File: src/rtl/uart_trx_pkg.sv
// ============================================================================
// UART transceiver package
// Shared request types, register indexes, operation codes and timing constants.
// ============================================================================
package uart_trx_pkg;

    // Frame layout
    localparam int DATA_BITS = 8;
    localparam int BITPOS_W  = $clog2(DATA_BITS + 2);
    localparam int TICK_W    = 17;
    localparam int STEP_W    = 17;

    // Configuration registers
    localparam int CFG_INDEX_W = 4;
    localparam logic [CFG_INDEX_W-1:0] CFG_BIT_TICKS  = CFG_INDEX_W'(0);
    localparam logic [CFG_INDEX_W-1:0] CFG_POLL_TICKS = CFG_INDEX_W'(1);
    localparam logic [15:0] BIT_TICKS_RESET  = 16'd998;
    localparam logic [15:0] POLL_TICKS_RESET = 16'd30;

    // Operation codes
    localparam logic [1:0] OP_TICK = 2'd0;
    localparam logic [1:0] OP_SEND = 2'd1;
    localparam logic [1:0] OP_RECV = 2'd2;

    typedef enum logic [1:0] {
        MODE_IDLE = 2'd0,
        MODE_TX   = 2'd1,
        MODE_RX   = 2'd2
    } mode_t;

    typedef struct packed {
        logic [1:0]  operation;
        logic [7:0]  tx_byte;
        logic        rx_line;
        logic [15:0] rx_step_limit;
    } in_item_t;

    typedef struct packed {
        logic        tx_line;
        logic        tx_done;
        logic        rx_done;
        logic [7:0]  rx_data;
        logic        rx_timed_out;
        logic        busy_res;
    } out_item_t;

endpackage

File: src/rtl/uart_byte_tx_rx_with_timeout_core.sv
// ============================================================================
// UART byte transmitter / receiver with receive timeout
// 8N1 serial transmit and polled receive, one request per clock tick.
// ============================================================================
// Each accepted request is one tick of the bit timing base and produces
// exactly one result request. A request can be taken every cycle: the state
// update and the result are computed by a single layer of logic between the
// state registers and the result register, so throughput is one request per
// cycle as long as m_ready is high; s_ready drops only while a result sits in
// the result register and m_ready is low. Operation SEND (while idle) starts
// an 8N1 frame on tx_line: start bit, data LSB first, stop bit, each
// bit_ticks ticks long, with tx_done pulsing on the tick the stop bit ends.
// Operation RECV (while idle) starts a reception: rx_line is polled every
// poll_ticks ticks until it reads low, then sampled 1.5 bit times later and
// every bit time after that; the byte is reported with rx_done one bit time
// after the last sample (the stop bit is not checked). Every poll or sample
// is a step; once more than rx_step_limit+1 steps pass without finishing,
// rx_done and rx_timed_out are reported with rx_data 0 and the receiver goes
// idle. Operations issued while busy_res is high are ignored. Write the
// timing registers (index 0 bit_ticks, index 1 poll_ticks) only while idle;
// zero waits are treated as one tick.
// ============================================================================
module uart_byte_tx_rx_with_timeout_core
    import uart_trx_pkg::*;
(
    input  logic                   aclk,
    input  logic                   aresetn,
    // request channel
    input  logic                   s_valid,
    output logic                   s_ready,
    input  in_item_t               s_data,
    // result channel
    output logic                   m_valid,
    input  logic                   m_ready,
    output out_item_t              m_data,
    // configuration write channel
    input  logic                   cfg_valid,
    output logic                   cfg_ready,
    input  logic [CFG_INDEX_W-1:0] cfg_index,
    input  logic [15:0]            cfg_data
);

    localparam logic [BITPOS_W-1:0] LAST_DATA_POS = BITPOS_W'(DATA_BITS);
    localparam logic [BITPOS_W-1:0] STOP_POS      = BITPOS_W'(DATA_BITS + 1);
    localparam logic [BITPOS_W-1:0] FIRST_POS     = BITPOS_W'(1);

    // ------------------------------------------------------------------
    // State
    // ------------------------------------------------------------------
    logic [15:0]          bit_ticks_reg;
    logic [15:0]          poll_ticks_reg;
    mode_t                mode_reg,         mode_next;
    logic [BITPOS_W-1:0]  bit_position_reg, bit_position_next;
    logic [TICK_W-1:0]    tick_count_reg,   tick_count_next;
    logic [7:0]           shift_byte_reg,   shift_byte_next;
    logic [STEP_W-1:0]    step_count_reg,   step_count_next;
    logic [15:0]          step_limit_reg,   step_limit_next;
    logic                 line_out_reg,     line_out_next;
    logic                 m_valid_reg;
    out_item_t            m_data_reg,       m_data_next;

    logic in_accept;

    // The result register frees up when empty or when drained this cycle.
    assign s_ready   = !m_valid_reg || m_ready;
    assign in_accept = s_valid && s_ready;
    assign cfg_ready = 1'b1;
    assign m_valid   = m_valid_reg;
    assign m_data    = m_data_reg;

    // ------------------------------------------------------------------
    // Receive step: one poll or one sample
    // ------------------------------------------------------------------
    logic                 rx_start;
    logic                 rx_step;
    logic [BITPOS_W-1:0]  step_bp_in;
    logic [7:0]           step_shift_in;
    logic [STEP_W-1:0]    step_count_in;
    logic [15:0]          step_limit_in;
    logic                 step_byte_done;
    logic                 step_timeout;
    logic [BITPOS_W-1:0]  step_bp;
    logic [TICK_W-1:0]    step_tick;
    logic [7:0]           step_shift;
    logic [BITPOS_W-1:0]  sample_idx;
    logic [TICK_W-1:0]    start_wait;

    assign rx_start = (mode_reg == MODE_IDLE) && (s_data.operation == OP_RECV);
    assign rx_step  = rx_start ||
                      ((mode_reg == MODE_RX) && (tick_count_reg <= TICK_W'(1)));

    // A fresh reception starts from cleared state and the request's limit.
    assign step_bp_in    = rx_start ? '0 : bit_position_reg;
    assign step_shift_in = rx_start ? '0 : shift_byte_reg;
    assign step_count_in = rx_start ? '0 : step_count_reg;
    assign step_limit_in = rx_start ? s_data.rx_step_limit : step_limit_reg;

    assign sample_idx = step_bp_in - FIRST_POS;
    // 1.5 bit times to land mid first data bit
    assign start_wait = {1'b0, bit_ticks_reg} + {2'b00, bit_ticks_reg[15:1]};

    always_comb begin
        step_byte_done = step_bp_in > LAST_DATA_POS;
        step_bp        = step_bp_in;
        step_shift     = step_shift_in;
        step_tick      = '0;
        if (step_bp_in == '0) begin
            if (!s_data.rx_line) begin
                step_bp   = FIRST_POS;
                step_tick = (start_wait == '0) ? TICK_W'(1) : start_wait;
            end else begin
                step_tick = (poll_ticks_reg == '0) ? TICK_W'(1) :
                            TICK_W'(poll_ticks_reg);
            end
        end else if (!step_byte_done) begin
            if (sample_idx < BITPOS_W'(8)) begin
                step_shift[sample_idx[2:0]] = s_data.rx_line;
            end
            step_bp   = step_bp_in + FIRST_POS;
            step_tick = (bit_ticks_reg == '0) ? TICK_W'(1) : TICK_W'(bit_ticks_reg);
        end
        step_timeout = !step_byte_done && (step_count_in > STEP_W'(step_limit_in));
    end

    // ------------------------------------------------------------------
    // Transmit bit timing
    // ------------------------------------------------------------------
    logic                tx_advance;
    logic [BITPOS_W-1:0] tx_bp;
    logic [BITPOS_W-1:0] tx_idx;
    logic                tx_finish;

    assign tx_advance = tick_count_reg >= TICK_W'(bit_ticks_reg);
    assign tx_bp      = bit_position_reg + FIRST_POS;
    assign tx_idx     = tx_bp - FIRST_POS;
    assign tx_finish  = (mode_reg == MODE_TX) && tx_advance && (tx_bp > STOP_POS);

    // ------------------------------------------------------------------
    // Next mode
    // ------------------------------------------------------------------
    always_comb begin
        mode_next = mode_reg;
        unique case (mode_reg)
            MODE_IDLE: begin
                if (s_data.operation == OP_SEND) begin
                    mode_next = MODE_TX;
                end else if (rx_start) begin
                    mode_next = (step_byte_done || step_timeout) ? MODE_IDLE : MODE_RX;
                end
            end
            MODE_TX: begin
                if (tx_finish) begin
                    mode_next = MODE_IDLE;
                end
            end
            MODE_RX: begin
                if (rx_step && (step_byte_done || step_timeout)) begin
                    mode_next = MODE_IDLE;
                end
            end
            default: mode_next = MODE_IDLE;
        endcase
    end

    // ------------------------------------------------------------------
    // Datapath and result
    // ------------------------------------------------------------------
    always_comb begin
        bit_position_next = bit_position_reg;
        tick_count_next   = tick_count_reg;
        shift_byte_next   = shift_byte_reg;
        step_count_next   = step_count_reg;
        step_limit_next   = step_limit_reg;
        line_out_next     = line_out_reg;
        m_data_next       = '0;

        if (mode_reg == MODE_IDLE && s_data.operation == OP_SEND) begin
            // the starting tick is the first tick of the start bit
            shift_byte_next   = s_data.tx_byte;
            bit_position_next = '0;
            tick_count_next   = TICK_W'(1);
            line_out_next     = 1'b0;
        end else if (mode_reg == MODE_TX) begin
            if (!tx_advance) begin
                tick_count_next = tick_count_reg + TICK_W'(1);
            end else if (tx_bp > STOP_POS) begin
                line_out_next        = 1'b1;
                bit_position_next    = '0;
                tick_count_next      = '0;
                m_data_next.tx_done  = 1'b1;
            end else begin
                bit_position_next = tx_bp;
                tick_count_next   = TICK_W'(1);
                if (tx_bp <= LAST_DATA_POS) begin
                    line_out_next = (tx_idx < BITPOS_W'(8)) ?
                                    shift_byte_reg[tx_idx[2:0]] : 1'b0;
                end else begin
                    line_out_next = 1'b1;
                end
            end
        end else if (rx_step) begin
            step_limit_next = step_limit_in;
            shift_byte_next = step_shift;
            if (step_byte_done) begin
                m_data_next.rx_done = 1'b1;
                m_data_next.rx_data = step_shift_in;
                bit_position_next   = '0;
                tick_count_next     = '0;
                step_count_next     = step_count_in;
            end else if (step_timeout) begin
                m_data_next.rx_done      = 1'b1;
                m_data_next.rx_timed_out = 1'b1;
                bit_position_next        = '0;
                tick_count_next          = '0;
                step_count_next          = step_count_in;
            end else begin
                bit_position_next = step_bp;
                tick_count_next   = step_tick;
                step_count_next   = step_count_in + STEP_W'(1);
            end
        end else if (mode_reg == MODE_RX) begin
            tick_count_next = tick_count_reg - TICK_W'(1);
        end

        m_data_next.tx_line  = line_out_next;
        m_data_next.busy_res = (mode_next != MODE_IDLE);
    end

    // ------------------------------------------------------------------
    // Registers
    // ------------------------------------------------------------------
    always_ff @(posedge aclk) begin
        if (!aresetn) begin
            bit_ticks_reg  <= BIT_TICKS_RESET;
            poll_ticks_reg <= POLL_TICKS_RESET;
        end else if (cfg_valid && cfg_ready) begin
            if (cfg_index == CFG_BIT_TICKS) begin
                bit_ticks_reg <= cfg_data;
            end else if (cfg_index == CFG_POLL_TICKS) begin
                poll_ticks_reg <= cfg_data;
            end
        end
    end

    always_ff @(posedge aclk) begin
        if (!aresetn) begin
            mode_reg         <= MODE_IDLE;
            bit_position_reg <= '0;
            tick_count_reg   <= '0;
            shift_byte_reg   <= '0;
            step_count_reg   <= '0;
            step_limit_reg   <= '0;
            line_out_reg     <= 1'b1;
        end else if (in_accept) begin
            mode_reg         <= mode_next;
            bit_position_reg <= bit_position_next;
            tick_count_reg   <= tick_count_next;
            shift_byte_reg   <= shift_byte_next;
            step_count_reg   <= step_count_next;
            step_limit_reg   <= step_limit_next;
            line_out_reg     <= line_out_next;
        end
    end

    // Hold the result until taken; load a new one on every accepted request.
    always_ff @(posedge aclk) begin
        if (!aresetn) begin
            m_valid_reg <= 1'b0;
        end else if (in_accept) begin
            m_valid_reg <= 1'b1;
        end else if (m_ready) begin
            m_valid_reg <= 1'b0;
        end
    end

    always_ff @(posedge aclk) begin
        if (in_accept) begin
            m_data_reg <= m_data_next;
        end
    end

    // ------------------------------------------------------------------
    // Assertions
    // ------------------------------------------------------------------
    a_idle_clean: assert property (@(posedge aclk) disable iff (!aresetn)
        (mode_reg == MODE_IDLE) |-> (bit_position_reg == '0 && tick_count_reg == '0))
        else $error("idle with live bit position or tick count");

    a_step_bound: assert property (@(posedge aclk) disable iff (!aresetn)
        (mode_reg == MODE_RX) |-> (step_count_reg <= STEP_W'(step_limit_reg) + STEP_W'(1)))
        else $error("receive step count ran past limit");

    a_timeout_result: assert property (@(posedge aclk) disable iff (!aresetn)
        (m_valid_reg && m_data_reg.rx_timed_out) |->
            (m_data_reg.rx_done && m_data_reg.rx_data == 8'd0 && !m_data_reg.busy_res))
        else $error("timeout result malformed");

    a_done_exclusive: assert property (@(posedge aclk) disable iff (!aresetn)
        m_valid_reg |-> !(m_data_reg.tx_done && m_data_reg.rx_done))
        else $error("transmit and receive done together");

    a_tx_done_line: assert property (@(posedge aclk) disable iff (!aresetn)
        (in_accept && tx_finish) |=> (mode_reg == MODE_IDLE && line_out_reg))
        else $error("transmit end left line low or busy");

endmodule

File: config.mk
export PLATFORM = sky130hd
export DESIGN_NAME = uart_byte_tx_rx_with_timeout_core
export DESIGN_NICKNAME = d
export VERILOG_FILES = /design/src/rtl/uart_trx_pkg.sv /design/src/rtl/uart_byte_tx_rx_with_timeout_core.sv
export SDC_FILE = /design/constraint.sdc
export NUM_CORES = 1
export LEC_CHECK = 0
export ABC_CLOCK_PERIOD_IN_PS = 7130
export BUFFER_PORTS_ARGS = -buffer_cell sky130_fd_sc_hd__buf_2
export CAP_MARGIN = 5
export CORE_MARGIN = 10
export CORE_UTILIZATION = 40
export DETAILED_ROUTE_END_ITERATION = 10
export SLEW_MARGIN = 40
export SYNTH_ARGS = -nofsm -noshare
export SYNTH_HDL_FRONTEND = slang
export SYNTH_SLANG_ARGS = --single-unit
export TNS_END_PERCENT = 5
File: constraint.sdc
create_clock -name aclk -period 7.13 [get_ports aclk]
set_clock_uncertainty 0.2 [all_clocks]
set_input_delay 2.139 -clock aclk [delete_from_list [all_inputs] [get_ports aclk]]
set_output_delay 2.139 -clock aclk [all_outputs]
set_load 0.005 [all_outputs]
Yosys cells after proc, flatten, opt, wreduce, memory -nomap -nowiden
Cells that the tools add are included.
{"block": "op_classes", "addsub": 8, "n_lt_le_gt_ge": 11, "n_eq_ne": 7, "n_mux": 56, "n_bitwise": 6, "n_reduce_logical": 35}
{"op": "17-bit two-way mux", "count": 13}
{"op": "8-bit two-way mux", "count": 7}
{"op": "16-bit two-way mux", "count": 3}
{"op": "4-bit two-way mux", "count": 10}
{"op": "17-bit by 1-bit adder with 17-bit output (second input constant)", "count": 2}
{"op": "16-bit zero test", "count": 2}
{"op": "16-bit by 15-bit adder with 17-bit output", "count": 1}
{"op": "17-bit by 16-bit >= comparator with 1-bit output", "count": 1}
{"op": "17-bit by 16-bit greater-than comparator with 1-bit output", "count": 1}
{"op": "17-bit by 1-bit <= comparator with 1-bit output (second input constant)", "count": 1}
{"op": "17-bit zero test", "count": 1}
{"op": "17-bit by 1-bit subtractor with 17-bit output (second input constant)", "count": 1}
{"op": "1-bit two-way mux", "count": 14}
{"op": "2-bit two-way mux", "count": 5}
{"op": "1-bit logical AND", "count": 9}
{"op": "3-bit AND reduction", "count": 3}
{"op": "4-bit by 1-bit adder with 4-bit output (second input constant)", "count": 2}
{"op": "8-bit bitwise mux", "count": 1}
{"op": "4-bit greater-than comparator (second input constant)", "count": 2}
{"op": "4-bit zero test", "count": 2}
{"op": "3-bit by 4-bit less-than comparator with 1-bit output (second input constant)", "count": 2}
{"op": "4-bit less-than comparator (second input constant)", "count": 2}
{"op": "4-bit OR reduction", "count": 2}
{"op": "4-bit by 1-bit subtractor with 4-bit output (second input constant)", "count": 2}
{"op": "other kinds (20)", "count": 34}
{"block": "totals", "reg_bits": 111, "elab_cells": 139}

Depth between registers and ports, before layout
{"block": "logic_depth", "word_depth": 15, "mapped_depth": 16}

Worst setup path after synthesis
No wires, ideal clock.
{"block": "synth_timing", "kind": "in2reg", "from": "in s_data[25] (netlist bit)", "to": "reg step_count_reg[14]", "setup_time_ns": 0.070, "t_arrival_ns": 5.868, "setup_slack_ns": 0.992, "path_stages": 15, "cell_sequence": "nor4b_1 > buf_2 > buf_1 > buf_1 > mux2i_1 > ha_1 > a21oi_1 > a21boi_0 > o311a_1 > o31ai_4 > o21bai_2 > or4_1 > buf_2 > a211o_1 > a21oi_1"}
{"block": "synth_between", "elab_chain_len": 8}
{"item": "start: declaration", "line": "uart_byte_tx_rx_with_timeout_core.sv:31", "rtl": "input in_item_t s_data,"}
{"item": "branches (longest 8 deep; another with 17-bit by 16-bit greater-than comparator with 1-bit output)"}
{"item": "end signal: assignment", "line": "uart_byte_tx_rx_with_timeout_core.sv:259", "rtl": "step_count_reg <= step_count_next;"}
{"item": "end: declaration", "line": "uart_byte_tx_rx_with_timeout_core.sv:56", "rtl": "logic [STEP_W-1:0] step_count_reg, step_count_next;"}
Parallel ways; which one is timed is not known.
A chain may end at the register's enable or synchronous reset.

Worst setup path after layout
Ends and elaborated chain as after synthesis.

==> out/results.env <==
ROUTE.FINAL.WIRE_LENGTH_MICRONS=26000
SYNTH.FF_LATCH_COUNT=111
CTS_RESIZED=0
SYN-INSTANCE-COUNT=1100
P_COMB_SHARE_PCT=30.3
WL_PER_CELL_MICRONS=18.6
POSTROUTEANTENNANETS=0
CTS-BUFFERS-INSERTED=9
INITIAL_UTILIZATION_PCT=41.0
SETUP_SLACK_NS=1.41
CRITICAL_PATH_REQUIRED_NS=7.23
CLK_PATH_BUF_DEPTH=2
CTS_HOLD_BUFFERS=0
NET-SWITCHING-POWER_uW=634
WORSTSKEWPAIRLATENCY_NS=0.37
MAX_CAP_VIOL_COUNT=0
PLACE_CONGESTION=0.879
POWERDENSITY_nW_PER_UM2=190
FLOORPLAN.DIE.WIDTH_MICRONS=165
USE_MET1_PCT=25.6
ANTENNA_FOUND_INITIAL=0
SYN-CELL-AREA_SQ_UM=8380
CLOCK_SINK_COUNT=111
NUM-NETS-FINAL=1239
FLOORPLAN.ROWS=52
PLACEMENT.SETUP.WORST_SLACK_NS=1.02
FINALSETUPVIOLATIONS=0
CP_MAX_FO=29
GRTUSAGEMET2_PCT=30.1
FIRST_PASS_ITERS=7
DRT_ITER0_DRC=623
DR_TOTAL_VIAS=8207
GRT_USAGE_PCT=19.1
GLOBAL_ROUTE_WIRE_LENGTH_BEFORE_REPAIR_MICRONS=42200
SYNTH-SEQ-AREA-SHARE_PCT=28.1
TOP_USAGE_LAYER='met2'
PLACEMENT.IO_BUFFERS=66
CTS_TREE='done'
SYNTH_CELL_TYPE_COUNT=79
CRIT_SLOWEST_CELL='or4_1'
SYNTHFLOPTYPE='dfxtp_1'
IRDROPWORSTVDD_V=0.000144
PWR-SHARE-SEQ_PCT=40.8
PLACE_HPWL_MICRONS=19300
FINAL-HOLD-VIOLATION-COUNT=0
VIAS_PER_CELL=5.88
SYNTH_LARGEST_AREA_CELL='dfxtp_1'
CRIT_PATH_END_KIND='flip-flop'
SYNTH.YOSYS.WARNINGS=0
POST_SYNTH_MAIN_AREA_CONTRIBUTORS='dfxtp_1 23%, ha_1 9.7%, nand2_1 7.1%'
MAX_CLOCK_FREQ_MHz=175
SYNTH_LARGEST_TYPE_AREA_FRACTION_PCT=23.4
CLOCK_POWER_SHARE_PCT=28.9
TIMING.SETUP.TNS_NS=0
LEAKAGE_COMPONENT_OF_THE_POWER_uW=0.00359
TIGHTESTPINTRANSITION_NS=0.788
FINALCRITPERIODSHARE_PCT=80.3
CPPEAKSTAGEDELAY_NS=0.70
ANTENNA-DIODE-COUNT=0
RELSLEWSLACK_PCT=46.7
WORSTSETUPPATHTYPE='in -> reg'
TIMING.CRITICAL_PATH.FROM_TYPE='primary input'
INTPOWER_uW=1110
VIA_COUNT_OF_THE_FIRST_GLOBAL_ROUTING_PASS=7892
DESIGN.CORE.AREA_SQ_UM=20400
CTS_ROOT_BUF='clkbuf_16'
CRIT_BUF_INV=1
GRT_OVERFLOW=0
SYNTH_EDF_COUNT=13
ASYNCSETRESETFLOPFRACSYNTH_PCT=0
PERIOD_MINUS_SLACK_NS=5.72
GRT_SETUP_UNREPAIRED='false'
POST-CTS-SETUP-BUFFERS=0
HTREE_NUM_LEVELS=3
SYNTH_TO_LAYOUT_AREA_GROWTH_PCT=9.74
PIN_COUNT=68
LIST_OF_CELLS_TRAVERSED_BY_THE_CRITICAL_PATH='buf_2, or4b_4, and2_1, ha_1, a21oi_1, a21boi_0, o311a_1, o31ai_4, o21bai_2, or4_1, a211o_1, a21oi_1'
SYN_AVG_CELL_AREA_SQ_UM=7.62
SWITCH_SHARE_PCT=36.4
PATH_CLK_SLEW_NS=0.08
SYNTH_NETS=1218
WORST_PATH_MOST_REPEATED_CELL='a21oi_1'
DIEAREA_SQ_UM=27200
DRIVE_GT1_SHARE_PCT=10.8
CHIPHEIGHT_MICRONS=165
N_FILL_CELL=2086
TIMING.CRITICAL_PATH.ARRIVAL_NS=5.82
NUMBER_OF_REMAINING_DRC_ERRORS=0
OUTCOME='finished, final reports clean'
TIMING.FINAL.MAX_SLEW_VIOLATIONS=0
CP_TOP_DELAY_FAMILY='simple AND/OR/NAND/NOR gates'
GRT_UTIL_MET3_PCT=3.51
GRT_MAX_DEGREE=74
HOLD_PATH.CLASS='reg -> reg'
worst reg2reg max path: stages, from the launching register on:
cell,delay [ns]
dfxtp_1,0.45
or4b_4,0.77
and2_1,0.27
ha_1,0.32
a21oi_1,0.13
a21boi_0,0.10
o311a_1,0.37
o31ai_4,0.32
o21bai_2,0.27
or4_1,0.70
a211o_1,0.29
a21oi_1,0.13
through the flow:
| stage | cells | cell area, sq um | total power (uW) | hold WS [ns] | util, % |
|---|---|---|---|---|---|
| finish | 1396 | 9200 | 1740 | 0.270 | 45.0 |
| global placement | 1379 | 8890 | 1230 | 0.252 | 43.5 |
| global route | 1396 | 9200 | 1840 | 0.289 | 45.0 |
| CTS | 1396 | 9190 | 1740 | 0.273 | 45.0 |
| detailed placement | 1380 | 8910 | 1240 | 0.253 | 43.6 |
| floorplan | 1100 | 8380 | 1090 | 0.239 | - |
cells in the final DEF (no fill, tap or decap), types with 6 or more instances in the layout:
cell type and instances:
xnor2_1 17, buf_2 66, o22ai_1 6, a211o_1 6, and3_1 11, xor2_1 14, and2_1 29, mux2i_1 26
nand2_1 158, clkbuf_16 9, a31oi_1 22, o211ai_1 29, or3_1 6, nand2b_1 12, nand3_1 41, nor4_1 15
ha_1 65, a21oi_1 82, a21o_1 11, buf_4 13, nor3_1 35, inv_1 39, dfxtp_1 98, nor2_1 81
nor2b_1 11, a221oi_1 7, edfxtp_1 13, o21ai_0 54, a211oi_1 28, nand4_1 16
cells by family after synthesis:
family          Yosys count  synth area share [%]
fa+ha+maj                66                  9.94
flops                   111                  28.1
other cells               1                0.0447
xor+xnor                 31                  3.24
simple gates            444                  25.3
buf+inv                 110                  5.15
mux                      28                  3.64
compound gates          309                  24.6
Yosys cell counts, types with 4 or more instances:
cell type / instances
inv_1: 40
nor2_1: 81
and2_1: 29
o21ai_0: 55
nand2b_1: 13
a2bb2oi_1: 4
nor4_1: 16
nand3_1: 41
a221oi_1: 7
and3_1: 11
o21a_1: 5
o31ai_1: 4
xnor2_1: 17
ha_1: 65
xor2_1: 14
edfxtp_1: 13
nor3_1: 38
nand2_1: 158
mux2i_1: 26
dfxtp_1: 98
or2_2: 4
a31oi_1: 22
a221o_1: 4
nand4_1: 16
o22ai_1: 7
clkbuf_1: 61
or3_1: 6
nor2b_1: 12
a211oi_1: 28
a21oi_1: 82
a22oi_1: 4
o211ai_1: 29
a21boi_0: 5
a211o_1: 6
a21o_1: 11
or4_1: 5
path summary, 6_finish.rpt:
check | startpoint | end | slack, ns | cells past startpoint
worst min-delay path | line_out_reg | line_out_reg | 0.27 | 2
worst max-delay path | s_data[25] | step_count_reg[14] | 1.41 | 12
worst max register to register | mode_reg[1] | step_count_reg[14] | 2.75 | 11
worst min register to register | line_out_reg | line_out_reg | 0.27 | 2
cell type report:
type                    count  area, sq um  area share (%)
clock inverters             7         57.6           0.626
well taps                 270          338            3.67
inverters                  40          150            1.63
repair buffers             80          439            4.77
flip-flops and latches    111         2350            25.6
multi-input cells         879         5640            61.3
clock buffers               9          225            2.45
layer usage:
metal / up-vias / wire, microns
met2: 263 / 11700
met3: 45 / 1540
met4: 0 / 635
li1: 4047 / -
met1: 3852 / 12100
met5: - / 0
power by group through the flow:
stage               clock (uW)  combinational, uW  sequential [uW]
CTS                        515                520              710
detailed placement           0                518              724
floorplan                    0                396              696
global route               539                587              716
global placement             0                508              724
finish                     505                528              712
(Power assumes the default switching activity.)
